`src/rtl/core/adaptive_compute_path_selector_macros.svh`:
```
// ----------------------------------------------------------------------------
// Assertion macros for the compute path selector
// Shared check forms, clocked on clk and disabled during rst.
// ----------------------------------------------------------------------------
`ifndef ADAPTIVE_COMPUTE_PATH_SELECTOR_MACROS_SVH
`define ADAPTIVE_COMPUTE_PATH_SELECTOR_MACROS_SVH

// same-cycle implication
`define ACPS_ASSERT_IMP(lbl, cond, prop, msg) \
  lbl: assert property (@(posedge clk) disable iff (rst) (cond) |-> (prop)) else $error(msg);

// next-cycle implication
`define ACPS_ASSERT_NXT(lbl, cond, prop, msg) \
  lbl: assert property (@(posedge clk) disable iff (rst) (cond) |=> (prop)) else $error(msg);

`endif

```
`src/rtl/core/acps_pkg.sv`:
```
`timescale 1ns / 1ps
// ----------------------------------------------------------------------------
// acps_pkg
// Types and constants shared by the compute path selector modules.
// ----------------------------------------------------------------------------
package acps_pkg;

  typedef enum logic [1:0] {
    FN_SELECT = 2'd0,
    FN_RECORD = 2'd1,
    FN_FORCE  = 2'd2,
    FN_NONE   = 2'd3
  } func_t;

  typedef enum logic [2:0] {
    PATH_TILE      = 3'd0,
    PATH_WIDE_DOT  = 3'd1,
    PATH_WIDE_FMA  = 3'd2,
    PATH_NARROW    = 3'd3,
    PATH_SCALAR    = 3'd4,
    PATH_GPU       = 3'd5
  } path_t;

  typedef enum logic [1:0] {
    CFG_FEATURE_MASK = 2'd0,
    CFG_TILE_MIN     = 2'd1,
    CFG_DOT_MIN      = 2'd2,
    CFG_WIDE_MIN     = 2'd3
  } cfg_reg_t;

  typedef enum logic [1:0] {
    BK_IDLE,
    BK_CALC,
    BK_DIV,
    BK_FIX
  } back_state_t;

  // feature mask bits
  localparam int unsigned FM_TILE = 0;
  localparam int unsigned FM_BF16 = 1;
  localparam int unsigned FM_WIDE = 2;
  localparam int unsigned FM_DOT  = 3;

  localparam logic [2:0] WT_QK = 3'd0;
  localparam logic [2:0] WT_UP = 3'd2;

  localparam logic [31:0] TILE_MIN_RST = 32'd1024;
  localparam logic [31:0] DOT_MIN_RST  = 32'd512;
  localparam logic [31:0] WIDE_MIN_RST = 32'd256;

  localparam logic [15:0] RATE_ONE    = 16'd65535;
  localparam logic [15:0] RATE_GATE   = 16'd62259;
  localparam logic [15:0] COUNT_GATE  = 16'd10;
  localparam logic [15:0] LEARN_COUNT = 16'd20;
  localparam logic [15:0] COUNT_MAX   = 16'd65535;

  // floor(2^32 / d); estimate is exact or one low
  localparam logic [28:0] RECIP10 = 29'd429496729;
  localparam logic [27:0] RECIP20 = 28'd214748364;

  localparam int unsigned QUEUE_DEPTH = 2;

  typedef struct packed {
    func_t       func;
    logic [2:0]  wtype;
    path_t       pick;
    path_t       upath;
    logic [23:0] lat;
    logic        ok;
  } work_t;

  typedef struct packed {
    logic full;
    logic empty;
  } q_stat_t;

  typedef struct packed {
    path_t       learned;
    logic [15:0] count;
    logic [15:0] rate;
    logic [23:0] avg;
    logic [23:0] lat_min;
    logic [23:0] lat_max;
  } stats_t;

  typedef struct packed {
    path_t       path;
    logic        from_table;
    logic [15:0] count;
    logic [15:0] rate;
    logic [23:0] avg;
    logic [23:0] lat_min;
    logic [23:0] lat_max;
  } result_t;

endpackage

```
`src/rtl/core/acps_front.sv`:
```
`timescale 1ns / 1ps
// ----------------------------------------------------------------------------
// acps_front
// Takes requests, holds configuration, runs the feature/size priority chain.
// ----------------------------------------------------------------------------
module acps_front import acps_pkg::*; (
  input  logic        clk,
  input  logic        rst,
  input  logic        start,
  output logic        busy,
  input  logic        cfg_we,
  input  logic [1:0]  cfg_index,
  input  logic [31:0] cfg_data,
  input  logic [1:0]  func,
  input  logic [2:0]  workload_type,
  input  logic [15:0] batch_size,
  input  logic [15:0] seq_len,
  input  logic [15:0] head_dim,
  input  logic [2:0]  used_path,
  input  logic [23:0] latency,
  input  logic        success,
  input  q_stat_t     q_stat,
  output logic        push,
  output work_t       push_item
);

  logic [4:0]  feature_mask;
  logic [31:0] tile_min_size;
  logic [31:0] dot_min_size;
  logic [31:0] wide_min_size;

  logic        f_valid;
  func_t       f_func;
  logic [2:0]  f_wtype;
  logic [15:0] f_batch;
  logic [31:0] f_size;
  path_t       f_upath;
  logic [23:0] f_lat;
  logic        f_ok;
  logic        accept;
  path_t       pick;

  always_ff @(posedge clk) begin
    if (rst) begin
      feature_mask  <= '0;
      tile_min_size <= TILE_MIN_RST;
      dot_min_size  <= DOT_MIN_RST;
      wide_min_size <= WIDE_MIN_RST;
    end else if (cfg_we) begin
      unique case (cfg_reg_t'(cfg_index))
        CFG_FEATURE_MASK: feature_mask  <= cfg_data[4:0];
        CFG_TILE_MIN:     tile_min_size <= cfg_data;
        CFG_DOT_MIN:      dot_min_size  <= cfg_data;
        CFG_WIDE_MIN:     wide_min_size <= cfg_data;
        default:          feature_mask  <= feature_mask;
      endcase
    end
  end

  assign push   = f_valid && !q_stat.full;
  assign busy   = f_valid && q_stat.full;
  assign accept = start && !busy;

  always_ff @(posedge clk) begin
    if (rst) begin
      f_valid <= 1'b0;
    end else begin
      f_valid <= accept || (f_valid && !push);
    end
  end

  always_ff @(posedge clk) begin
    if (accept) begin
      f_func  <= func_t'(func);
      f_wtype <= workload_type;
      f_batch <= batch_size;
      f_size  <= 32'(seq_len) * 32'(head_dim);
      f_upath <= (used_path > 3'(PATH_GPU)) ? PATH_SCALAR : path_t'(used_path);
      f_lat   <= latency;
      f_ok    <= success;
    end
  end

  // tile branch wins on both tile flags even when its own test fails
  always_comb begin
    pick = PATH_NARROW;
    if (feature_mask[FM_TILE] && feature_mask[FM_BF16]) begin
      if (f_size >= tile_min_size && (f_wtype == WT_QK || f_wtype == WT_UP))
        pick = PATH_TILE;
    end else if (feature_mask[FM_DOT]) begin
      if (f_batch > 16'd1 || f_size >= dot_min_size)
        pick = PATH_WIDE_DOT;
    end else if (feature_mask[FM_WIDE]) begin
      if (f_size >= wide_min_size)
        pick = PATH_WIDE_FMA;
    end
  end

  always_comb begin
    push_item.func  = f_func;
    push_item.wtype = f_wtype;
    push_item.pick  = pick;
    push_item.upath = f_upath;
    push_item.lat   = f_lat;
    push_item.ok    = f_ok;
  end

endmodule

```
`config.mk`:
```
export PLATFORM = sky130hd
export DESIGN_NAME = acps_front
export DESIGN_NICKNAME = d
export VERILOG_FILES = /design/src/rtl/core/adaptive_compute_path_selector_macros.svh /design/src/rtl/core/acps_pkg.sv /design/src/rtl/core/acps_front.sv
export SDC_FILE = /design/constraint.sdc
export NUM_CORES = 1
export LEC_CHECK = 0
export ABC_AREA = 1
export BUFFER_PORTS_ARGS = -buffer_cell sky130_fd_sc_hd__buf_2
export CORE_MARGIN = 2
export CORE_UTILIZATION = 50
export DETAILED_ROUTE_END_ITERATION = 7
export PLACE_DENSITY = 0.67
export SLEW_MARGIN = 0
export SYNTH_ARGS = -nofsm -noshare
export SYNTH_HDL_FRONTEND = slang
export SYNTH_SLANG_ARGS = --single-unit
```
`constraint.sdc`:
```
create_clock -name clk -period 10.04 [get_ports clk]
set_clock_uncertainty 0.2 [all_clocks]
set_input_delay 0.502 -clock clk [delete_from_list [all_inputs] [get_ports clk]]
set_output_delay 0.502 -clock clk [all_outputs]
set_load 0.02 [all_outputs]
```
==> results of run 1 <==
==> synthesized netlist by cell type (2+ instances only) <==
| master | instances | share of area, % |
|---|---|---|
| nand4_1 | 14 | 0.51 |
| inv_1 | 483 | 10 |
| edfxtp_1 | 80 | 14 |
| nor2_2 | 5 | 0.18 |
| xnor2_1 | 7 | 0.35 |
| o21bai_1 | 3 | 0.13 |
| o21ai_1 | 4 | 0.12 |
| nor4_1 | 4 | 0.14 |
| clkbuf_1 | 92 | 2.0 |
| a21oi_2 | 4 | 0.20 |
| nor3_1 | 7 | 0.20 |
| inv_2 | 5 | 0.11 |
| nand3_1 | 22 | 0.64 |
| a21o_1 | 7 | 0.30 |
| ha_1 | 200 | 14 |
| dfxtp_1 | 101 | 12 |
| nand2_1 | 422 | 9.2 |
| o21a_1 | 3 | 0.13 |
| clkinv_1 | 2 | 0.043 |
| buf_4 | 2 | 0.087 |
| o21ai_0 | 123 | 3.6 |
| o211ai_1 | 2 | 0.087 |
| nand3_2 | 6 | 0.35 |
| xor2_1 | 19 | 0.96 |
| a21oi_1 | 167 | 4.8 |
| fa_1 | 194 | 22 |
| nand2_2 | 17 | 0.61 |
| nor2_1 | 81 | 1.8 |
==> stage by stage <==
stage	utilization (%)	setup WS (ns)	hold slack [ns]	total power, mW
after global placement	53.5	3.86	0.245	5.68
final	55.2	4.26	0.0417	6.40
after detailed placement	53.5	3.82	0.255	5.74
after floorplan	-	4.19	0.230	4.62
after global routing	55.2	4.02	0.0227	7.15
after CTS	55.2	4.29	0.0197	6.45
==> per-layer routing <==
layer | vias up | global-route usage [%] | share of wire (%)
met4 | 0 | 6.05 | 1.7
met2 | 311 | 39.2 | 48
met5 | - | 0 | 0
met1 | 6249 | 30.2 | 46
met3 | 54 | 2.82 | 4.6
li1 | 6575 | - | -
==> worst paths after layout <==
check	start	to	slack, ns	cells past startpoint
max reg2reg	f_valid$_SDFF_PP0_	f_batch[12]$_DFFE_PP_	8.09	4
min reg2reg	tile_min_size[15]$_SDFFE_PP0P_	tile_min_size[15]$_SDFFE_PP0P_	0.26	2
max	head_dim[12]	f_size[28]$_DFFE_PP_	4.26	20
min	latency[9]	f_lat[9]$_DFFE_PP_	0.04	1
==> state kept, by name, summed over array words and instances (netlist names) <==
register	flops
f_func	2
f_upath	3
f_wtype	3
f_size	32
f_valid	1
f_ok	1
f_lat	24
dot_min_size	32
f_batch	15
feature_mask	4
tile_min_size	32
wide_min_size	32
==> kinds of logic after synthesis <==
kind of cell / Yosys count / synth area share, %
xor+xnor: 26 / 1.32
compound gates: 318 / 9.59
fa+ha+maj: 394 / 36.9
buf+inv: 585 / 12.7
flops: 181 / 25.6
simple gates: 584 / 13.9
other cells: 1 / 0.0217
==> power by group <==
| part | leakage [nW] | total [mW] | switching, mW | internal, mW |
|---|---|---|---|---|
| logic | 7.91 | 4.59 | 2.88 | 1.71 |
| registers | 1.60 | 1.14 | 0.0768 | 1.06 |
| clock network | 0.283 | 0.673 | 0.299 | 0.375 |
| total | 9.79 | 6.40 | 3.26 | 3.14 |
==> layout make-up <==
| class | instances | area, um^2 | share of cell area [%] |
|---|---|---|---|
| tap | 455 | 569 | 3.01 |
| timing repair buffer | 160 | 813 | 4.30 |
| clock inverter | 14 | 164 | 0.866 |
| inverter | 490 | 1840 | 9.71 |
| sequential | 181 | 4420 | 23.4 |
| multi-input combinational | 1323 | 10700 | 56.5 |
| clock buffer | 18 | 429 | 2.27 |
==> flow_summary.toml, run 1 <==
[floorplan]
dieHeight_um = 190
ios = 159
rows = 68
die_w_um = 190
coreArea_um2 = 34300
die-area_um2 = 36100
initial_core_util_pct = 50.5

[placed_design]
numPortBuffers = 155
postPlaceCellArea_um2 = 18300
post-dp-hpwl_um = 31000
gp_congestion = 0.874
dp_cells = 2609

[timing]
fin_crit_ns = 5.78
finalSetupViolCount = 0
relSlewSlack_pct = 30.9
drv_slew = 0
grt_setup_unrepaired = "false"
period_share_pct = 57.6
worst_slew_pin_slew_ns = 1.04
setup_tns_ns = 0
final-hold-violation-count = 0
max_clock_freq_mhz = 173

[setup_path]
start_kind = "input port"
critPathArrivalTime_ns = 5.77
critPathTopFamily = "adder cells"
cp.required_ns = 10.03
max_stage_delay_ns = 0.56
critPathBufInv = 4
worst_setup_path_end_kind = "flip-flop"
path_cells = "buf_2 > nand2_1 > fa_1 > inv_1 > fa_1 > fa_1 > fa_1 > fa_1 > inv_1 > fa_1 > inv_1 > ha_1 > a21oi_1 > o21ai_0 > a21oi_1 > nand3_2 > nand3_2 > nand2_1 > nand2_1 > nand2_1"
crit_fanout = 16
crit_type = "in -> reg"
crit_path_frequent_cell = "fa_1"
slowest_stage = "fa_1"

[logic_synthesis]
synth_nets = 2604
avgSynthCellArea_um2 = 8.29
synth.distinct_cells = 41
synth_cells = 2089
ys_seq_elements = 181
ys_warn_count = 0
seq_area_frac_synth_pct = 25.6
syn_area_um2 = 17300
synth_edf_count = 80
async_flop_share_pct = 0
synth-main-ff-cell = "dfxtp_1"

[pwr]
power_leakage_nw = 9.79
peakVddDrop_mv = 0.284
power_density_nw_per_um2 = 338

[global_route]
gr-usage-all-layers_pct = 22.7
grt_max_degree = 81
overflow = 0
first_global_vias = 13731
grt_pass1_wl_um = 65900
antenna_found_initial = 0

[clocking]
cts_setup_buffers = 0
cts.sinks = 181
clk_path_buf_depth = 2
htreeDepth = 4
clock_latency_ns = 0.43
clock-root-buffer = "clkbuf_16"
cts.clk_slew.worst_paths_ns = 0.07
cts_buffers = 17
cts_resized = 0
holdBufCountCts = 0
cts_tree = "yes"

[drt]
routed_via_density = 4.99
drt-initial-drc-count = 639
drcViolationCount = 0
wl_per_cell_um = 14.8
first_pass_iters = 5
vias = 13189
routed_wl_um = 39200
antenna_left = 0

[final_layout]
nFillCells = 3168
final_cells = 2641
design_area_um2 = 18900
num_antenna_cells = 0
final_cell_mix = "482 x inv_1, 422 x nand2_1, 200 x ha_1, 194 x fa_1, 167 x a21oi_1"
synthToLayoutAreaGrowth_pct = 9.37
nets = 2688
drive_above_1_share_pct = 10.8
layout_commonest_cell = "inv_1"

[worst_hold_path]
hold_class = "in -> reg"

[job]
cap_violations = 0

[run_status]
status = "complete, no violations"
No activity file was read; power rests on OpenSTA's default activity.
==> inputs of run 2 (changes only) <==
--- a/config.mk
+++ b/config.mk
@@ -5,12 +5,12 @@
 export SDC_FILE = /design/constraint.sdc
 export NUM_CORES = 1
 export LEC_CHECK = 0
-export ABC_AREA = 1
+export ABC_AREA = 0
 export BUFFER_PORTS_ARGS = -buffer_cell sky130_fd_sc_hd__buf_2
 export CORE_MARGIN = 2
 export CORE_UTILIZATION = 50
 export DETAILED_ROUTE_END_ITERATION = 7
-export PLACE_DENSITY = 0.67
+export PLACE_DENSITY = 0.7
 export SLEW_MARGIN = 0
 export SYNTH_ARGS = -nofsm -noshare
 export SYNTH_HDL_FRONTEND = slang
==> constraint.sdc (replaced) <==
create_clock -name clk -period 4.92 [get_ports clk]
set_clock_uncertainty 0.2 [all_clocks]
set_input_delay 0.246 -clock clk [delete_from_list [all_inputs] [get_ports clk]]
set_output_delay 0.246 -clock clk [all_outputs]
set_load 0.02 [all_outputs]
==> flow_summary.toml, run 2 <==
[clocking]
clock-root-buffer = "clkbuf_16"
cts_tree = "yes"
clock_latency_ns = 0.43
clk_path_buf_depth = 2
cts_buffers = 17
cts.sinks = 181
cts.clk_slew.worst_paths_ns = 0.07
htreeDepth = 4

[setup_path]
r2r_cells = 3
crit_fanout = 5
worst_setup_path_end_kind = "flip-flop"
reg2reg_to = "f_size[28]$_DFFE_PP_"
cp.required_ns = 4.99
critPathArrivalTime_ns = 5.25
start_kind = "input port"
crit_type = "in -> reg"
reg2reg_from = "f_valid$_SDFF_PP0_"
r2r_slack_ns = 2.91

[timing]
relSlewSlack_pct = 22.0
worst_slew_pin_slew_ns = 1.17
grt_setup_unrepaired = "true"
max_clock_freq_mhz = 193
final-hold-violation-count = 0
period_share_pct = 105
drv_slew = 0
fin_crit_ns = 5.18
finalSetupViolCount = 17
whs_ns = 0.0632
finalWorstSetupSlack_ns = -0.263

[final_layout]
num_antenna_cells = 0
register_area_um2 = 4420
final_cell_mix = "362 x nand2_1, 313 x inv_1, 184 x ha_1, 181 x fa_1, 181 x buf_4"
nFillCells = 2675
design_area_um2 = 21600
post-route-util_pct = 64.3
nets = 2761
synthToLayoutAreaGrowth_pct = 26.4
drive_above_1_share_pct = 20.9
multi_input_comb_area_um2 = 11700
layout_commonest_cell = "nand2_1"
final_cells = 2707

[placed_design]
dp_cells = 2585
numPortBuffers = 155
postPlaceCellArea_um2 = 19700
post-dp-hpwl_um = 32700
gp_congestion = 0.927

[job]
cap_violations = 0

[logic_synthesis]
async_flop_share_pct = 0
synth.distinct_cells = 65
seq_area_frac_synth_pct = 25.9
synth_edf_count = 80
synth_nets = 2400
synth_area_leader_cell = "fa_1"
syn_area_um2 = 17100
ys_seq_elements = 181
synth-main-ff-cell = "dfxtp_1"
avgSynthCellArea_um2 = 9.07
synth_commonest_cells = "367 x nand2_1, 324 x inv_1, 200 x ha_1, 194 x fa_1, 145 x a21oi_1"
ys_warn_count = 0
synth_top_area_share_pct = 22.7
synth_most_common_cell = "nand2_1"
synthTopCellsByArea = "fa_1 23%, ha_1 15%, edfxtp_1 14%"
synth_cells = 1885

[floorplan]
initial_core_util_pct = 50.8
die_w_um = 189
die-area_um2 = 35700
rows = 67
dieHeight_um = 189
coreArea_um2 = 33600
ios = 159

[global_route]
first_global_vias = 14583
overflow = 0
antenna_found_initial = 0
gr-usage-all-layers_pct = 24.4
grt_max_degree = 64
grt_pass1_wl_um = 71100

[worst_hold_path]
hold_depth = 4
min_from = "q_stat[1]"
hold_class = "in -> reg"
worstHoldEndpoint = "f_valid$_SDFF_PP0_"

[pwr]
finalPower_mw = 17.9
peakVddDrop_mv = 0.892
power_density_nw_per_um2 = 830
power_leakage_nw = 9.82

[drt]
antenna_left = 0
drcViolationCount = 1
wl_per_cell_um = 15.7
routed_wl_um = 42600
routed_via_density = 5.17
first_pass_iters = 8
vias = 13996
drt-initial-drc-count = 954

[run_status]
status = "finished with violations"
violations = "design-rule violations, negative setup slack"
==> run 2: cell count changes in the layout (fill, tap and decap cells not counted), moves of 60 or more <==
| cell | change |
|---|---|
| nand2_1 | -60 |
| inv_1 | -169 |
| buf_4 | +176 |
| and2_1 | +110 |
| dlygate4sd3_1 | +81 |
| o21ai_0 | -104 |
==> run 2: what timing repair did <==
item	CTS	global route
hold buffers	81	0
buffers inserted	8	6
resized for setup	73	37
setup endpoints to repair	19	20
hold endpoints to repair	149	0
pin swaps	33	29
==> run 2: kinds of logic (layout without fill, tap and decap cells) <==
kind of cell               after synthesis  in the layout  synth area share (%)
xor gates and xnor gates                24             24                  1.23
buffers and inverters                  399            773                  8.89
AOI/OAI and AO/OA                      271            271                  9.88
muxes                                    4              4                 0.234
and+or+nand+nor                        611            611                  16.5
other                                    1              1                0.0219
adders and majority gates              394            394                  37.4
DFF                                    181            181                  25.9
==> run 2: worst max-delay path: stages <==
cell	delay, ns
buf_12	0.11
buf_12	0.12
and2_4	0.15
fa_1	0.49
inv_2	0.05
fa_1	0.50
fa_1	0.51
inv_1	0.06
fa_1	0.45
fa_1	0.51
inv_2	0.04
fa_2	0.56
inv_2	0.05
ha_4	0.23
buf_4	0.16
a21oi_4	0.17
o21ai_2	0.09
nand3_1	0.09
nand2_2	0.07
or4_1	0.48
o211ai_1	0.11
==> run 2: power breakdown <==
part,internal (mW),leakage [nW],switching [mW]
Combinational,7.26,7.95,7.07
Clock,0.703,0.275,0.593
Sequential,2.14,1.60,0.171
==> run 2: area by class of cell <==
| class | count | share of cell area [%] |
|---|---|---|
| clock buffers | 18 | 1.99 |
| clock inverters | 14 | 0.585 |
| inverters | 324 | 5.63 |
| multi-input cells | 1305 | 54.0 |
| flip-flops and latches | 181 | 20.5 |
| well taps | 448 | 2.59 |
| repair buffers | 417 | 14.7 |
==> run 2: per-stage QoR <==
step | setup TNS [ns] | worst slack [ns]
after global routing | -5.51 | -0.404
after detailed placement | -14.83 | -0.866
final | -3.31 | -0.263
after global placement | -13.29 | -0.765
after floorplan | -5.74 | -0.581
after CTS | -2.44 | -0.226
==> run 2: worst max path at each step <==
stage / startpoint / to / slack, ns / cells past startpoint
finish: seq_len[7] / f_size[24]$_DFFE_PP_ / -0.26 / 21
global route: seq_len[7] / f_size[30]$_DFFE_PP_ / -0.40 / 21
CTS: seq_len[7] / f_size[29]$_DFFE_PP_ / -0.23 / 19
detailed placement: seq_len[10] / f_size[30]$_DFFE_PP_ / -0.87 / 20
global placement: head_dim[6] / f_size[30]$_DFFE_PP_ / -0.77 / 21
floorplan: head_dim[6] / f_size[24]$_DFFE_PP_ / -0.58 / 20
==> run 2: routing by layer <==
metal	wire length (um)	GRT usage, %
met5	0	0
met2	20800	42.7
met1	19100	32.1
met4	619	6.31
met3	2070	2.91
