## src/rtl/core/adaptive_compute_path_selector_macros.svh

```systemverilog
// ----------------------------------------------------------------------------
// Assertion macros for the compute path selector
// Shared check forms, clocked on clk and disabled during rst.
// ----------------------------------------------------------------------------
`ifndef ADAPTIVE_COMPUTE_PATH_SELECTOR_MACROS_SVH
`define ADAPTIVE_COMPUTE_PATH_SELECTOR_MACROS_SVH

// same-cycle implication
`define ACPS_ASSERT_IMP(lbl, cond, prop, msg) \
  lbl: assert property (@(posedge clk) disable iff (rst) (cond) |-> (prop)) else $error(msg);

// next-cycle implication
`define ACPS_ASSERT_NXT(lbl, cond, prop, msg) \
  lbl: assert property (@(posedge clk) disable iff (rst) (cond) |=> (prop)) else $error(msg);

`endif

```

## src/rtl/core/acps_pkg.sv

```systemverilog
`timescale 1ns / 1ps
// ----------------------------------------------------------------------------
// acps_pkg
// Types and constants shared by the compute path selector modules.
// ----------------------------------------------------------------------------
package acps_pkg;

  typedef enum logic [1:0] {
    FN_SELECT = 2'd0,
    FN_RECORD = 2'd1,
    FN_FORCE  = 2'd2,
    FN_NONE   = 2'd3
  } func_t;

  typedef enum logic [2:0] {
    PATH_TILE      = 3'd0,
    PATH_WIDE_DOT  = 3'd1,
    PATH_WIDE_FMA  = 3'd2,
    PATH_NARROW    = 3'd3,
    PATH_SCALAR    = 3'd4,
    PATH_GPU       = 3'd5
  } path_t;

  typedef enum logic [1:0] {
    CFG_FEATURE_MASK = 2'd0,
    CFG_TILE_MIN     = 2'd1,
    CFG_DOT_MIN      = 2'd2,
    CFG_WIDE_MIN     = 2'd3
  } cfg_reg_t;

  typedef enum logic [1:0] {
    BK_IDLE,
    BK_CALC,
    BK_DIV,
    BK_FIX
  } back_state_t;

  // feature mask bits
  localparam int unsigned FM_TILE = 0;
  localparam int unsigned FM_BF16 = 1;
  localparam int unsigned FM_WIDE = 2;
  localparam int unsigned FM_DOT  = 3;

  localparam logic [2:0] WT_QK = 3'd0;
  localparam logic [2:0] WT_UP = 3'd2;

  localparam logic [31:0] TILE_MIN_RST = 32'd1024;
  localparam logic [31:0] DOT_MIN_RST  = 32'd512;
  localparam logic [31:0] WIDE_MIN_RST = 32'd256;

  localparam logic [15:0] RATE_ONE    = 16'd65535;
  localparam logic [15:0] RATE_GATE   = 16'd62259;
  localparam logic [15:0] COUNT_GATE  = 16'd10;
  localparam logic [15:0] LEARN_COUNT = 16'd20;
  localparam logic [15:0] COUNT_MAX   = 16'd65535;

  // floor(2^32 / d); estimate is exact or one low
  localparam logic [28:0] RECIP10 = 29'd429496729;
  localparam logic [27:0] RECIP20 = 28'd214748364;

  localparam int unsigned QUEUE_DEPTH = 2;

  typedef struct packed {
    func_t       func;
    logic [2:0]  wtype;
    path_t       pick;
    path_t       upath;
    logic [23:0] lat;
    logic        ok;
  } work_t;

  typedef struct packed {
    logic full;
    logic empty;
  } q_stat_t;

  typedef struct packed {
    path_t       learned;
    logic [15:0] count;
    logic [15:0] rate;
    logic [23:0] avg;
    logic [23:0] lat_min;
    logic [23:0] lat_max;
  } stats_t;

  typedef struct packed {
    path_t       path;
    logic        from_table;
    logic [15:0] count;
    logic [15:0] rate;
    logic [23:0] avg;
    logic [23:0] lat_min;
    logic [23:0] lat_max;
  } result_t;

endpackage

```

## src/rtl/core/acps_queue.sv

```systemverilog
`timescale 1ns / 1ps
// ----------------------------------------------------------------------------
// acps_queue
// Short FIFO of classified requests between front and back.
// ----------------------------------------------------------------------------
module acps_queue import acps_pkg::*; (
  input  logic    clk,
  input  logic    rst,
  input  logic    push,
  input  work_t   push_item,
  input  logic    pop,
  output work_t   head_item,
  output q_stat_t q_stat
);

  localparam int unsigned PTR_W = (QUEUE_DEPTH > 1) ? $clog2(QUEUE_DEPTH) : 1;
  localparam int unsigned CNT_W = $clog2(QUEUE_DEPTH + 1);

  work_t            slots [QUEUE_DEPTH];
  logic [PTR_W-1:0] head;
  logic [PTR_W-1:0] tail;
  logic [CNT_W-1:0] count;

  function automatic logic [PTR_W-1:0] bump(input logic [PTR_W-1:0] p);
    return (p == PTR_W'(QUEUE_DEPTH - 1)) ? '0 : p + 1'b1;
  endfunction

  always_ff @(posedge clk) begin
    if (rst) begin
      head  <= '0;
      tail  <= '0;
      count <= '0;
    end else begin
      if (push) tail <= bump(tail);
      if (pop)  head <= bump(head);
      if (push && !pop)      count <= count + 1'b1;
      else if (pop && !push) count <= count - 1'b1;
    end
  end

  always_ff @(posedge clk) begin
    if (push) slots[tail] <= push_item;
  end

  assign head_item    = slots[head];
  assign q_stat.full  = (count == CNT_W'(QUEUE_DEPTH));
  assign q_stat.empty = (count == '0);

endmodule

```

## config.mk

```make
export PLATFORM = sky130hd
export DESIGN_NAME = acps_queue
export DESIGN_NICKNAME = d
export VERILOG_FILES = /design/src/rtl/core/adaptive_compute_path_selector_macros.svh /design/src/rtl/core/acps_pkg.sv /design/src/rtl/core/acps_queue.sv
export SDC_FILE = /design/constraint.sdc
export NUM_CORES = 1
export LEC_CHECK = 0
export ABC_AREA = 1
export BUFFER_PORTS_ARGS = -buffer_cell sky130_fd_sc_hd__buf_4
export CAP_MARGIN = 20
export CELL_PAD_IN_SITES_DETAIL_PLACEMENT = 1
export CELL_PAD_IN_SITES_GLOBAL_PLACEMENT = 1
export CORE_ASPECT_RATIO = 2
export CORE_UTILIZATION = 47
export CTS_CLUSTER_DIAMETER = 120
export DETAILED_ROUTE_END_ITERATION = 16
export HOLD_SLACK_MARGIN = 0.15
export PLACE_DENSITY = 0.84
export REMOVE_ABC_BUFFERS = 1
export SLEW_MARGIN = 5
export SYNTH_ARGS = -nofsm -noshare
export SYNTH_HDL_FRONTEND = slang
export SYNTH_SLANG_ARGS = --single-unit
```

## constraint.sdc

```tcl
create_clock -name clk -period 7.3 [get_ports clk]
set_clock_uncertainty 0.2 [all_clocks]
set_input_delay 0.365 -clock clk [delete_from_list [all_inputs] [get_ports clk]]
set_output_delay 0.365 -clock clk [all_outputs]
set_load 0.005 [all_outputs]
```

==> results of run 1 <==
-- cells by family after synthesis --
group / after synthesis
fa+ha+maj: 1
buf+inv: 13
xor+xnor: 1
simple gates: 15
mux: 36
flops: 77
compound gates: 2
-- sequential cells by signal (all words and copies together) (netlist names), named ones only --
register and cells:
slots 72, count 2, head 1, tail 1
-- worst max-delay path: cells and delay by family (launching register included) --
kind	cells	cell delay (ps)
flops	1	690
buf+inv	2	410
mux	1	360
-- Yosys cell counts --
master,number
edfxtp_1,72
mux2_4,30
inv_1,9
nor2_1,7
mux2_2,6
dfxtp_1,5
nand2_1,5
buf_12,3
a21oi_1,1
buf_6,1
ha_1,1
nand3_1,1
nand4_1,1
nor3_1,1
o21ai_0,1
xnor2_1,1
-- area by class of cell --
class / instances / area (sq um)
clock buffers: 9 / 225.2
clock inverters: 7 / 56.30
fillers: 512 / 1720
inverters: 9 / 33.78
multi-input cells: 55 / 618.1
flip-flops and latches: 77 / 2263
well taps: 84 / 105.1
repair buffers: 120 / 1033
-- stage by stage --
| step | power (uW) | area (sq um) | utilization (%) | hold slack [ps] |
|---|---|---|---|---|
| 3_3_place_gp | 648.4 | 3606 | 59.55 | 295.8 |
| 4_1_cts | 1089 | 4288 | 70.81 | 329.0 |
| 2_1_floorplan | 588.3 | 2907 | - | 237.4 |
| 6_report | 1091 | 4335 | 71.59 | 353.4 |
| 5_1_grt | 1122 | 4335 | 71.59 | 380.8 |
| 3_5_place_dp | 653.9 | 3606 | 59.55 | 310.3 |
-- metal layers --
| layer | up-vias | track usage [%] | wire length [um] |
|---|---|---|---|
| met3 | 18 | 6.215 | 246 |
| met4 | 0 | 14.92 | 271 |
| li1 | 796 | - | - |
| met2 | 57 | 39.31 | 3900 |
| met5 | - | 0 | 0 |
| met1 | 827 | 21.06 | 2409 |
-- worst max path at each step --
stage | from | end | slack [ps] | cells after the start
CTS | flop | head_item[26] | 4690 | 2
global route | flop | head_item[19] | 4840 | 3
finish | flop | head_item[24] | 4930 | 3
floorplan | push | slots[0][0] | 4750 | 2
global placement | flop | head_item[25] | 5070 | 2
detailed placement | flop | head_item[26] | 5060 | 2
-- power groups by stage --
| stage | logic [uW] | clock network (uW) | registers (uW) |
|---|---|---|---|
| floorplan | 55.8 | 0 | 532 |
| global placement | 113 | 0 | 536 |
| detailed placement | 116 | 0 | 538 |
| CTS | 135 | 425 | 529 |
| global route | 154 | 443 | 526 |
| finish | 145 | 422 | 524 |
==> results.sh, run 1 <==
export IMPL_outcome="finished, final reports clean"
export IMPL_hp_class="flop to flop"
export IMPL_critPathRequiredTime_ps=6730
export IMPL_stdcell_count=361
export IMPL_io_pins=78
export IMPL_cts_sinks=77
export IMPL_die_h_um=114.6
export IMPL_power_frac_seq_pct=48.0
export IMPL_die_w_um=58.29
export IMPL_postCtsSetupBuffers=0
export IMPL_period_share_pct=32.46
export IMPL_clk_latency_ps=330
export IMPL_ctsHoldBuffers=40
export IMPL_yosysTopAreaCellShare_pct=72.61
export IMPL_synth_avg_cell_area_sq_um=20.54
export IMPL_tightest_slew_ps=566.7
export IMPL_slowest_delay_ps=690
export IMPL_crit_path_start_kind="flop"
export IMPL_setup_viol_count_final=0
export IMPL_clock_root_buffer="clkbuf_16"
export IMPL_row_count=40
export IMPL_drv_slew=0
export IMPL_vias=1698
export IMPL_synth_simple_area_share_pct=2.059
export IMPL_p_switching_uw=229.5
export IMPL_path_clk_slew_ps=60
export IMPL_crit_slowest_cell="dfxtp_2"
export IMPL_ys_warn_count=0
export IMPL_pwr_share_clk_pct=38.7
export IMPL_drt_pass1_iter_count=4
export IMPL_yosysTopAreaCell="edfxtp_1"
export IMPL_clock_path_buffers=2
export IMPL_grt_overflow_total=0
export IMPL_switching_share_pct=21.04
export IMPL_r2r_start="tail"
export IMPL_whs_path_depth=2
export IMPL_drt_iter0_markers=33
export IMPL_synth_distinct_cells=16
export IMPL_final_common_cell="buf_4"
export IMPL_syn_to_final_growth_pct=45.59
export IMPL_maxSlewHeadroom_pct=62.22
export IMPL_criticalPathCategory="flop to primary output"
export IMPL_tritoncts="built"
export IMPL_finalSetupTns_ps=0
export IMPL_drive_gt1_share_pct=47.29
export IMPL_maxCapViolations=0
export IMPL_vias_per_cell=4.704
export IMPL_r2r_slack_ps=5410
export IMPL_synth_compound_area_share_pct=0.3361
export IMPL_cp_end_kind="primary output"
export IMPL_drc=0
export IMPL_grt_use_total_pct=22.08
export IMPL_crit_fanout=20
export IMPL_timing_final_crit_period_ps=2370
export IMPL_post_synth_inst_count=145
export IMPL_setup_slack_ps=4930
export IMPL_antenna_cells=0
export IMPL_cts_buffers=9
export IMPL_ant_nets=0
export IMPL_routabilityCongestion=0.6787
export IMPL_core_sq_mm=0.006056
export IMPL_cts_resized_gates=0
export IMPL_place_inst=303
export IMPL_synth_top_family_by_area="multiplexers"
export IMPL_grt_pass1_vias=1954
export IMPL_fin_nets=313
export IMPL_max_freq_mhz=422.0
export IMPL_p_leak_uw=0.001760
export IMPL_antenna_found_initial=0
export IMPL_cp_cell_sequence="buf_12 > mux2_2 > buf_4"
export IMPL_synth_seq_cells=77
export IMPL_wl_per_cell_um=18.91
export IMPL_grt_pass1_wl_um=9984
export IMPL_p_int_uw=861.2
export IMPL_place_hpwl_um=3699
export IMPL_combPwrFrac_pct=13.3
export IMPL_seq_area_frac_synth_pct=75.97
export IMPL_min_from="head"
export IMPL_rsz0062_at_grt="no"
export IMPL_synth_area_leaders="edfxtp_1 (73%), mux2_4 (15%), dfxtp_1 (3.4%), mux2_2 (2.3%), buf_12 (2.0%)"
export IMPL_arrival_ps=1800
export IMPL_power_per_cell_area_mw_per_mm2=251.6
export IMPL_synth_area_mux_share_pct=17.39
export IMPL_htreeDepth=3
export IMPL_final_cell_mix="buf_4 (78), edfxtp_1 (72), dlygate4sd3_1 (40)"
export IMPL_start_util_pct=49.17
export IMPL_final_hold_viol_count=0
export IMPL_synthAdderAreaFrac_pct=0.4202
export IMPL_synth_cell_area_sq_mm=0.002978
export IMPL_peakVddDrop_v=0.0002133
export IMPL_io_buffers=77
export IMPL_synth_xor_area_share_pct=0.2941
export IMPL_r2r_end="slots[1][33]"
export IMPL_r2r_cells=3
export IMPL_place_ws_ps=5062
export IMPL_die_area_sq_mm=0.006678
export IMPL_wl_um=6828
export IMPL_grt_max_degree=37
Note: power is estimated with default switching activity, not from simulation.
==> run 2: changes to the inputs <==
- CORE_UTILIZATION: 47 -> 44
- PLACE_DENSITY: 0.84 -> 0.79
- clock period: 7.3 -> 2.3 ns (I/O delays scaled with it)
==> results.sh, run 2 (synthesized netlist as in run 1, its figures left out) <==
export IMPL_crit_slowest_cell="dfxtp_2"
export IMPL_cts_sinks=77
export IMPL_period_share_pct=86.28
export IMPL_final_cell_mix="buf_4 (78), edfxtp_1 (72), dlygate4sd3_1 (40)"
export IMPL_path_buf_inv=2
export IMPL_place_ws_ps=640.9
export IMPL_criticalPathCategory="flop to primary output"
export IMPL_setup_slack_ps=315.6
export IMPL_drive_gt1_share_pct=48.20
export IMPL_setup_viol_count_final=0
export IMPL_clock_root_buffer="clkbuf_16"
export IMPL_vias_per_cell=4.703
export IMPL_stdcell_count=367
export IMPL_met3_usage_pct=5.033
export IMPL_use_met1_pct=18.73
export IMPL_cp_end_kind="primary output"
export IMPL_rsz0062_at_grt="no"
export IMPL_grt_use_total_pct=19.70
export IMPL_postCtsSetupBuffers=0
export IMPL_peakVddDrop_v=0.0006080
export IMPL_tritoncts="built"
export IMPL_place_hpwl_um=3854
export IMPL_critPathRequiredTime_ps=1990
export IMPL_crit_family="flip-flops"
export IMPL_crit_path_start_kind="flop"
export IMPL_drt_pass1_iter_count=4
export IMPL_place_inst=310
export IMPL_fillCellCount=581
export IMPL_finalSetupTns_ps=0
export IMPL_clk_latency_ps=330
export IMPL_maxCapViolations=0
export IMPL_final_common_cell="buf_4"
export IMPL_slowest_delay_ps=640
export IMPL_antenna_found_initial=1
export IMPL_timing_final_crit_period_ps=1984
export IMPL_tightest_slew_ps=505.2
export IMPL_cts_resized_gates=0
export IMPL_syn_to_final_growth_pct=47.02
export IMPL_grt_pass1_wl_um=9722
export IMPL_grt_overflow_total=0
export IMPL_reg_largest_list="slots: 72 flops, count: 2 flops"
export IMPL_fin_nets=314
export IMPL_p_leak_uw=0.001772
export IMPL_die_h_um=118.3
export IMPL_crit_fanout=14
export IMPL_cts_buffers=9
export IMPL_grt_met2_usage_pct=35.44
export IMPL_io_pins=78
export IMPL_final_hold_viol_count=0
export IMPL_routabilityCongestion=0.7598
export IMPL_hp_class="input pin to flop"
export IMPL_row_count=42
export IMPL_wl_um=6379
export IMPL_wl_per_cell_um=17.38
export IMPL_grt_busiest_layer="met2"
export IMPL_drt_iter0_markers=51
export IMPL_core_sq_mm=0.006569
export IMPL_grt_pass1_vias=1999
export IMPL_io_buffers=77
export IMPL_max_freq_mhz=503.9
export IMPL_clock_path_buffers=2
export IMPL_power_per_cell_area_mw_per_mm2=805.0
export IMPL_maxSlewHeadroom_pct=66.32
export IMPL_arrival_ps=1670
export IMPL_drv_slew=0
export IMPL_cp_cell_sequence="buf_12 > mux2_2 > buf_4"
export IMPL_die_w_um=60.17
export IMPL_start_util_pct=45.33
export IMPL_largest_register="slots"
export IMPL_largest_reg_flops=72
export IMPL_grt_max_degree=37
export IMPL_die_area_sq_mm=0.007121
export IMPL_outcome="finished, final reports clean"
export IMPL_vias=1726
export IMPL_ant_nets=0
export IMPL_drc=0
export IMPL_htreeDepth=3
export IMPL_path_clk_slew_ps=60
[run 2: cell types whose count changed in the layout (fill, tap and decap cells not counted)]
cell	before	now
clkinv_1	3	0
clkbuf_1	0	1
buf_12	1	3
clkinvlp_4	0	1
diode_2	0	1
clkinv_2	3	2
clkbuf_8	0	2
buf_16	1	0
[run 2: worst paths after layout]
path                        end  slack [ps]          start  depth (start not counted)
setup / recovery  head_item[20]         320           flop                          3
hold / removal     slots[1][28]         310  push_item[28]                          2
setup reg to reg   slots[0][16]         850           tail                          2
hold reg to reg        count[0]         340       count[0]                          2
[run 2: worst register-to-register path, stage by stage, from the launching register on]
cell	delay, ps
dfxtp_1	340
nor2_4	100
buf_4	440
[run 2: what timing repair did]
action,CTS,global route
endpoints found under the setup margin,0,0
hold endpoints to repair,79,0
hold buffers,40,0
[run 2: metal layers]
| layer | vias to the layer above | wire (um) |
|---|---|---|
| li1 | 799 | - |
| met1 | 861 | 2246 |
| met2 | 51 | 3733 |
| met3 | 15 | 226 |
| met4 | 0 | 173 |
| met5 | - | 0 |
[run 2: per-stage QoR]
step | hold WS, ps | instance area [sq um] | power, uW | util (%)
after floorplan | -12.62 | 2907 | 1867 | -
final | 312.4 | 4378 | 3524 | 66.65
after detailed placement | 103.8 | 3671 | 2094 | 55.89
after CTS | 296.8 | 4375 | 3556 | 66.61
after global placement | 100.4 | 3671 | 2076 | 55.89
after global routing | 307.6 | 4378 | 3648 | 66.65
[run 2: power by group]
| part | total, uW | internal (uW) | leakage (uW) | switching (uW) |
|---|---|---|---|---|
| combinational | 463 | 295 | 0.000905 | 168 |
| clock | 1400 | 894 | 0.000149 | 507 |
| sequential | 1660 | 1620 | 0.000718 | 39.4 |
| total | 3520 | 2810 | 0.00177 | 715 |
[run 2: cell type report]
cell class              count  area, sq um  area share [%]
multi-input cells          55        618.1           14.12
diodes                      1        2.502         0.05716
well taps                  88        110.1           2.515
flip-flops and latches     77         2263           51.70
clock buffers              12        256.5           5.859
inverters                   9        33.78          0.7716
repair buffers            121         1046           23.89
clock inverters             4        47.55           1.086
==> run 3: changes to the inputs <==
- RECOVER_POWER: unset -> 50
==> results.sh, run 3 (synthesized netlist as in run 1, its figures left out) <==
export IMPL_wl_per_cell_um=17.16
export IMPL_r2r_end="slots[1][27]"
export IMPL_grt_use_total_pct=19.70
export IMPL_arrival_ps=1830
export IMPL_finalSetupTns_ps=0
export IMPL_power_per_cell_area_mw_per_mm2=811.2
export IMPL_place_ws_ps=640.9
export IMPL_fin_nets=314
export IMPL_path_buf_inv=4
export IMPL_io_buffers=77
export IMPL_peakVddDrop_v=0.0006022
export IMPL_p_leak_uw=0.001725
export IMPL_period_share_pct=90.44
export IMPL_maxCapViolations=0
export IMPL_crit_slowest_cell="clkbuf_2"
export IMPL_postCtsSetupBuffers=0
export IMPL_r2r_start="tail"
export IMPL_grt_max_degree=37
export IMPL_setup_viol_count_final=0
export IMPL_final_hold_viol_count=0
export IMPL_crit_family="buffers and inverters"
export IMPL_ctsHoldBuffers=40
export IMPL_drt_pass1_iter_count=4
export IMPL_clock_root_buffer="clkbuf_16"
export IMPL_min_from="rst"
export IMPL_max_freq_mhz=480.8
export IMPL_vias=1721
export IMPL_cp_end_kind="flop"
export IMPL_antenna_found_initial=1
export IMPL_core_sq_mm=0.006569
export IMPL_r2r_cells=3
export IMPL_tritoncts="built"
export IMPL_die_area_sq_mm=0.007121
export IMPL_cts_resized_gates=0
export IMPL_place_hpwl_um=3854
export IMPL_drt_iter0_markers=54
export IMPL_path_clk_slew_ps=50
export IMPL_maxSlewHeadroom_pct=35.83
export IMPL_cts_sinks=77
export IMPL_drc=0
export IMPL_clk_latency_ps=330
export IMPL_cp_cell_sequence="dlygate4sd3_1 > clkbuf_1 > nand2_1 > inv_1 > clkbuf_2"
export IMPL_final_cell_mix="edfxtp_1 (72), dlygate4sd3_1 (40), buf_4 (38)"
export IMPL_grt_pass1_vias=1999
export IMPL_wl_um=6299
export IMPL_drive_gt1_share_pct=44.60
export IMPL_largest_register="slots"
export IMPL_r2r_slack_ps=350
export IMPL_row_count=42
export IMPL_whs_path_depth=3
export IMPL_slowest_delay_ps=770
export IMPL_setup_slack_ps=220.0
export IMPL_die_w_um=60.17
export IMPL_criticalPathCategory="input pin to flop"
export IMPL_cts_buffers=9
export IMPL_outcome="finished, final reports clean"
export IMPL_grt_overflow_total=0
export IMPL_htreeDepth=3
export IMPL_routabilityCongestion=0.7598
export IMPL_crit_fanout=34
export IMPL_vias_per_cell=4.689
export IMPL_syn_to_final_growth_pct=45.25
export IMPL_timing_final_crit_period_ps=2080
export IMPL_ant_nets=0
export IMPL_rsz0062_at_grt="no"
export IMPL_final_common_cell="edfxtp_1"
export IMPL_reg_largest_list="slots: 72 flops, count: 2 flops"
export IMPL_crit_path_start_kind="input pin"
export IMPL_largest_reg_flops=72
export IMPL_hold_ws_ps=319.5
export IMPL_start_util_pct=45.33
export IMPL_die_h_um=118.3
export IMPL_critPathRequiredTime_ps=2050
export IMPL_drv_slew=0
export IMPL_hp_class="input pin to flop"
export IMPL_tightest_slew_ps=962.6
export IMPL_clock_path_buffers=2
export IMPL_grt_pass1_wl_um=9722
export IMPL_io_pins=78
-- run 3: cell types whose count changed in the layout (fill, tap and decap cells not counted) --
| cell | before | now |
|---|---|---|
| clkbuf_4 | 0 | 30 |
| buf_12 | 3 | 2 |
| buf_4 | 78 | 38 |
| clkbuf_1 | 1 | 11 |
| clkbuf_2 | 0 | 1 |
-- run 3: stage by stage --
| step | instance area, sq um | cells | utilization [%] | total power (uW) |
|---|---|---|---|---|
| floorplan | 2907 | 141 | - | 1867 |
| global placement | 3671 | 310 | 55.89 | 2076 |
| detailed placement | 3671 | 310 | 55.89 | 2094 |
| CTS | 4375 | 366 | 66.61 | 3556 |
| global route | 4325 | 367 | 65.85 | 3634 |
| finish | 4325 | 367 | 65.85 | 3509 |
-- run 3: final cells by class --
type / count / area [sq um]
tap: 88 / 110.1
sequential: 77 / 2263
antenna: 1 / 2.502
fill: 592 / 2243
multi-input combinational: 55 / 618.1
timing repair buffer: 121 / 993.5
clock inverter: 4 / 47.55
inverter: 9 / 33.78
clock buffer: 12 / 256.5
-- run 3: worst max-delay path by stage --
stage | from | to | slack, ps | cells after the start
after global placement | flop | head_item[24] | 670 | 3
after detailed placement | flop | head_item[20] | 640 | 3
after floorplan | tail | slots[0][0] | -170 | 1
final | push | slots[1][27] | 220 | 5
after global routing | push | slots[1][16] | 130 | 5
after CTS | flop | head_item[20] | 280 | 3
-- run 3: worst register-to-register path, delay by kind of cell, from the launching register on --
kind | cells | cell delay [ps]
buf+inv | 2 | 900
flops | 1 | 390
simple gates | 1 | 70
-- run 3: routing by layer --
layer / up-vias / track usage (%) / part of all wire [%]
met4: 0 / 11.19 / 2.7
met2: 49 / 35.44 / 59
met3: 14 / 5.033 / 3.4
met1: 857 / 18.73 / 34
met5: - / 0 / 0
li1: 801 / - / -
-- run 3: power by group --
group	switching, uW	internal (uW)	leakage (uW)
Sequential	39.2	1620	0.000718
Clock	507	894	0.000149
Combinational	165	282	0.000859
